**config.mk**
```make
export PLATFORM = sky130hd
export DESIGN_NAME = brr_ctrl
export DESIGN_NICKNAME = d
export VERILOG_FILES = /design/src/sv/bilinear_rgb_resampler_core_assert.svh /design/src/sv/brr_pkg.sv /design/src/sv/brr_ctrl.sv
export SDC_FILE = /design/constraint.sdc
export NUM_CORES = 1
export LEC_CHECK = 0
export BUFFER_PORTS_ARGS = -buffer_cell sky130_fd_sc_hd__buf_2
export CORE_AREA = 2 2 39 41
export DETAILED_ROUTE_END_ITERATION = 8
export DIE_AREA = 0 0 41 43
export GPL_TIMING_DRIVEN = 0
export SKIP_CTS_REPAIR_TIMING = 1
export SYNTH_ARGS = -nofsm -noshare
export SYNTH_HDL_FRONTEND = slang
export SYNTH_SLANG_ARGS = --single-unit
```
**constraint.sdc**
```tcl
create_clock -name clock -period 1.6 [get_ports clock]
set_input_delay 0.16 -clock clock [delete_from_list [all_inputs] [get_ports clock]]
set_output_delay 0.16 -clock clock [all_outputs]
set_load 0.005 [all_outputs]
```
**src/sv/bilinear_rgb_resampler_core_assert.svh**
```systemverilog
// ---------------------------------------------------------------------------
// Assertion macros for the bilinear RGB resampler
// Shared concurrent assertion forms, clocked and disabled during reset.
// ---------------------------------------------------------------------------
`ifndef BILINEAR_RGB_RESAMPLER_CORE_ASSERT_SVH
`define BILINEAR_RGB_RESAMPLER_CORE_ASSERT_SVH

// Same-cycle implication
`define BRR_ASSERT_IMPLIES(lbl, clk, rst, ante, cons, msg) \
   lbl: assert property (@(posedge clk) disable iff (rst) (ante) |-> (cons)) else $error(msg);

// Next-cycle implication
`define BRR_ASSERT_NEXT(lbl, clk, rst, ante, cons, msg) \
   lbl: assert property (@(posedge clk) disable iff (rst) (ante) |=> (cons)) else $error(msg);

`endif

```
**src/sv/brr_pkg.sv**
```systemverilog
// ---------------------------------------------------------------------------
// brr_pkg
// Types, register codes and the blend function of the bilinear resampler.
// ---------------------------------------------------------------------------
package brr_pkg;

   // Register indexes on the csr port
   localparam logic [2:0] CSR_IN_WIDTH   = 3'd0;
   localparam logic [2:0] CSR_IN_HEIGHT  = 3'd1;
   localparam logic [2:0] CSR_OUT_WIDTH  = 3'd2;
   localparam logic [2:0] CSR_OUT_HEIGHT = 3'd3;
   localparam logic [2:0] CSR_STEP_X     = 3'd4;
   localparam logic [2:0] CSR_STEP_Y     = 3'd5;

   // Reset values of the registers
   localparam logic [12:0] RST_IN_WIDTH   = 13'd640;
   localparam logic [12:0] RST_IN_HEIGHT  = 13'd480;
   localparam logic [11:0] RST_OUT_WIDTH  = 12'd256;
   localparam logic [12:0] RST_OUT_HEIGHT = 13'd256;
   localparam logic [28:0] RST_STEP_X     = 29'd163840;
   localparam logic [28:0] RST_STEP_Y     = 29'd122880;

   // Output row limit and result cap per input pixel
   localparam logic [12:0] OUT_ROW_SPAN = 13'd4096;
   localparam logic [6:0]  MAX_RESULTS  = 7'd64;

   // Source positions are 25.16, wide enough for 4096 steps below 2^29
   localparam int POS_W = 41;

   typedef struct packed {
      logic [7:0] red;
      logic [7:0] green;
      logic [7:0] blue;
   } req_type;

   typedef struct packed {
      logic [7:0]  out_red;
      logic [7:0]  out_green;
      logic [7:0]  out_blue;
      logic [11:0] out_row;
      logic [10:0] out_col;
      logic        run_last;
   } rsp_type;

   typedef struct packed {
      logic [12:0] in_width;
      logic [12:0] in_height;
      logic [11:0] out_width;
      logic [12:0] out_height;
      logic [28:0] step_x;
      logic [28:0] step_y;
   } cfg_type;

   typedef enum logic [2:0] {
      ST_IDLE,
      ST_COL,
      ST_HMIX,
      ST_ROW,
      ST_FLUSH,
      ST_END,
      ST_ADV
   } state_type;

   typedef struct packed {
      logic load;
      logic col_read;
      logic hmix;
      logic row_emit;
      logic col_next;
      logic flush;
      logic adv;
      logic step_end;
   } cmd_type;

   typedef struct packed {
      logic col_go;
      logic row_go;
      logic p_valid;
      logic o_free;
      logic n_full;
      logic need_adv;
      logic adv_more;
   } status_type;

   // Blend two RGB pixels: (a*(0x10000-frac) + b*frac) >> 16 per component
   function automatic logic [23:0] mix(input logic [23:0] a, input logic [23:0] b,
                                       input logic [15:0] frac);
      logic [16:0] l1;
      logic [16:0] l2;
      logic [24:0] sum;
      logic [23:0] res;
      l2 = {1'b0, frac};
      l1 = 17'h10000 - l2;
      res = '0;
      for (int s = 0; s < 3; s++) begin
         sum = 25'(a[s*8 +: 8] * l1) + 25'(b[s*8 +: 8] * l2);
         res[s*8 +: 8] = sum[23:16];
      end
      return res;
   endfunction

endpackage

```
**src/sv/brr_ctrl.sv**
```systemverilog
// ---------------------------------------------------------------------------
// brr_ctrl
// Sequencer of the resampler: walks columns, rows and the row advance.
// ---------------------------------------------------------------------------
module brr_ctrl import brr_pkg::*; (
   input  logic       clock,
   input  logic       reset,
   input  logic       req_valid,
   output logic       req_ready,
   input  status_type status,
   output cmd_type    cmd
);

   state_type state_ff;
   state_type state_in;

   // State register
   always_ff @(posedge clock) begin
      if (reset) begin
         state_ff <= ST_IDLE;
      end else begin
         state_ff <= state_in;
      end
   end

   // Next state and commands
   always_comb begin
      state_in  = state_ff;
      cmd       = '0;
      req_ready = 1'b0;
      case (state_ff)
         ST_IDLE: begin
            req_ready = 1'b1;
            if (req_valid) begin
               cmd.load = 1'b1;
               state_in = ST_COL;
            end
         end
         ST_COL: begin
            if (status.col_go) begin
               cmd.col_read = 1'b1;
               state_in     = ST_HMIX;
            end else begin
               state_in = ST_FLUSH;
            end
         end
         ST_HMIX: begin
            cmd.hmix = 1'b1;
            state_in = ST_ROW;
         end
         ST_ROW: begin
            if (status.row_go) begin
               // hold while the pending result cannot move out
               if (status.n_full || !status.p_valid || status.o_free) begin
                  cmd.row_emit = 1'b1;
               end
            end else begin
               cmd.col_next = 1'b1;
               state_in     = ST_COL;
            end
         end
         ST_FLUSH: begin
            if (!status.p_valid) begin
               state_in = ST_END;
            end else if (status.o_free) begin
               cmd.flush = 1'b1;
               state_in  = ST_END;
            end
         end
         ST_END: begin
            if (status.need_adv) begin
               state_in = ST_ADV;
            end else begin
               cmd.step_end = 1'b1;
               state_in     = ST_IDLE;
            end
         end
         ST_ADV: begin
            if (status.adv_more) begin
               cmd.adv = 1'b1;
            end else begin
               cmd.step_end = 1'b1;
               state_in     = ST_IDLE;
            end
         end
         default: begin
            state_in = ST_IDLE;
         end
      endcase
   end

endmodule

```
==> results.tsv <==
stage	metric	value	unit
setup_path	startpoint types	register	
pwr	Power per Cell Area	1070	mW/mm^2
die	die height	43	microns
pwr	leakage power	0.191	nW
die	cell row count	14	
finish	max reg flops	3	
setup_path	CP peak stage delay	0.34	ns
finish	Top Registers	state_ff: 3 flops	
timing	Slew Viols, Final	0	
synth	synth top area cells	dfxtp_1, nor2_1, nor3b_1, o2bb2ai_1, a22oi_1	
placement	GP Congestion	0.728	
finish	Final #Nets	72	
global_routing	vias in the first global route	310	
placement	# placed instances	73	
setup_path	CP Class	reg -> out	
finish	fraction of layout cells with a size suffix above 1	37.7	%
clocking	clock sink total	3	
die	starting density of the core	20.7	%
finish	Non-Filler Instances	77	
global_routing	first-pass GRT wire length	1260	microns
run	max-cap violations	0	
synth	Netlist cell types	24	
setup_path	critical path cell sequence	clkbuf_1 -> nand3_1 -> nor2_1 -> buf_2	
route	drt drc	0	
synth	Syn Std Cell Area	287	sq um
clocking	CTS buffer count	3	
die	Core Area	0.00138	sq mm
synth	syn_area_per_cell	7.35	sq um
route	Avg WL per Cell	10.1	microns
die	number of top-level pins	19	
setup_path	WP data required	1.44	ns
clocking	H-Tree Depth	1	
global_routing	largest net degree at the start of global routing	11	
synth	synthesized flop and latch total	3	
synth	Net Count, Synth	49	
clocking	CTS root buffer	clkbuf_4	
route	vias per cell	4.58	
timing	fmax	680	MHz
timing	RSZ-0062 raised after global routing	no	
finish	FILL cells	170	
synth	YS warnings	0	
route	WL final	775	microns
global_routing	grt total ovfl	0	
timing	hold violation total from the final report	0	
clocking	CTS tree	built	
setup_path	CP Data Arrival Time	1.31	ns
clocking	clock-pin slew on the worst setup and hold paths	0.03	ns
die	DIE AREA	0.00176	sq mm
global_routing	All-Layer GR Usage	10.2	%
finish	largest reg by FF count	state_ff	
setup_path	family with the most delay on the worst path	buffers and inverters	
timing	Worst-Margin Slew	0.379	ns
route	DRT Pass-1 Iters	4	
global_routing	antenna violations before repair	0	
timing	final setup TNS	0	ns
synth	synthesized instance count	39	
synth	sequential area share after synthesis	21.0	%
timing	fin crit share	91.9	%
route	routed vias	353	
setup_path	register-to-register setup slack	0.31	ns
finish	diode count	0	
pwr	peak supply drop	0.000356	V
timing	worst rel slew slack	74.8	%
route	Initial DRC Count	8	
finish	most frequent cells in the layout	buf_2, nor2_1, nor3b_1, clkbuf_4, dfxtp_1	
finish	commonest non-fill, non-tap cell in the layout	buf_2	
finish	Syn-to-layout area delta	47.6	%
setup_path	critical path endpoint category	primary output	
synth	post-synth top area cell	dfxtp_1	
outcome	status	complete, no violations	
setup_path	Crit path buffers/inverters	2	
placement	dpl hpwl	635	microns
clocking	Max clock buf depth	2	
die	Die Width	41	microns
setup_path	worst-path maximum fanout	10	
clocking	worst skew pair latency	0.23	ns
route	Detail Route Antenna Nets	0	
timing	final setup violation count	0	
hold_path	worst hold-check path type	in -> reg	
timing	Final Skew	0.00244	ns
timing	Final Critical Period	1.47	ns
placement	Port Buf Inserts	18	
setup_path	CP max-delay cell	dfxtp_1	
synth	proportion of netlist area held by the largest area contributor	21.0	%
[layout make-up]
cell class / count / area, sq um / share of cell area [%]
Sequential cell: 3 / 60.1 / 14.2
Inverter: 2 / 7.51 / 1.78
Timing Repair Buffer: 18 / 90.1 / 21.3
Multi-Input combinational cell: 32 / 208 / 49.1
Clock buffer: 4 / 26.3 / 6.21
Tap cell: 16 / 20.0 / 4.73
Buffer: 2 / 11.3 / 2.66
[layer usage]
metal,up-vias,wire [microns],track usage [%]
met2,10,375,14.7
li1,184,-,-
met3,0,40,3.14
met4,0,0,4.00
met1,159,360,13.8
met5,-,0,0
[worst reg2reg max path, delay by kind of cell, from the launching register on]
| family | cells | cell delay (ns) |
|---|---|---|
| AO/OA/AOI/OAI | 3 | 0.56 |
| flip-flops | 1 | 0.41 |
| AND/OR/NAND/NOR | 1 | 0.22 |
[power breakdown]
group	switching, mW	leakage, nW	internal, mW	total, mW
Combinational	0.113	0.152	0.106	0.219
Clock	0.0342	0.0150	0.0931	0.127
Sequential	0.0161	0.0246	0.0919	0.108
Total	0.163	0.191	0.291	0.454
[path summary, 6_finish.rpt]
check / startpoint / endpoint / cells past startpoint
min: reset / state_ff[1] / 2
max: state_ff[1] / cmd[4] / 4
max reg2reg: state_ff[0] / state_ff[2] / 4
min reg2reg: state_ff[2] / state_ff[2] / 3
[kinds of logic (layout without fill, tap and decap cells)]
group,count (synthesis),after routing,synth area share [%]
simple gates,21,21,41.9
mux,1,1,3.49
buf+inv,4,26,6.55
flops,3,3,21.0
compound gates,10,10,27.1
[through the flow]
step | hold WS, ns | setup slack (ns) | utilization, % | total power, mW | instance area, sq um
4_1_cts | 0.162 | 0.107 | 30.6 | 0.464 | 423
3_5_place_dp | 0.401 | 0.314 | 28.7 | 0.330 | 397
2_1_floorplan | 0.232 | 0.436 | - | 0.257 | 287
5_1_grt | 0.182 | 0.000228 | 30.6 | 0.505 | 423
6_report | 0.170 | 0.129 | 30.6 | 0.454 | 423
3_3_place_gp | 0.390 | 0.309 | 28.7 | 0.327 | 397
[cells in the mapped netlist]
cell and instances:
clkbuf_1 1, o21ai_0 1, and4_1 1, nand2_1 2, nor2_1 8, nor3_1 1, nand3b_1 1, nor2b_4 1
and2_1 1, nor3b_1 3, a211oi_1 1, a2111o_1 1, or2b_1 1, nand2b_1 1, buf_4 1, inv_1 2
o22a_1 1, a22oi_1 2, a21oi_1 1, mux2i_1 1, o2bb2ai_1 2, nand3_1 1, o31ai_1 1, dfxtp_1 3
No activity file was read; power rests on OpenSTA's default activity.
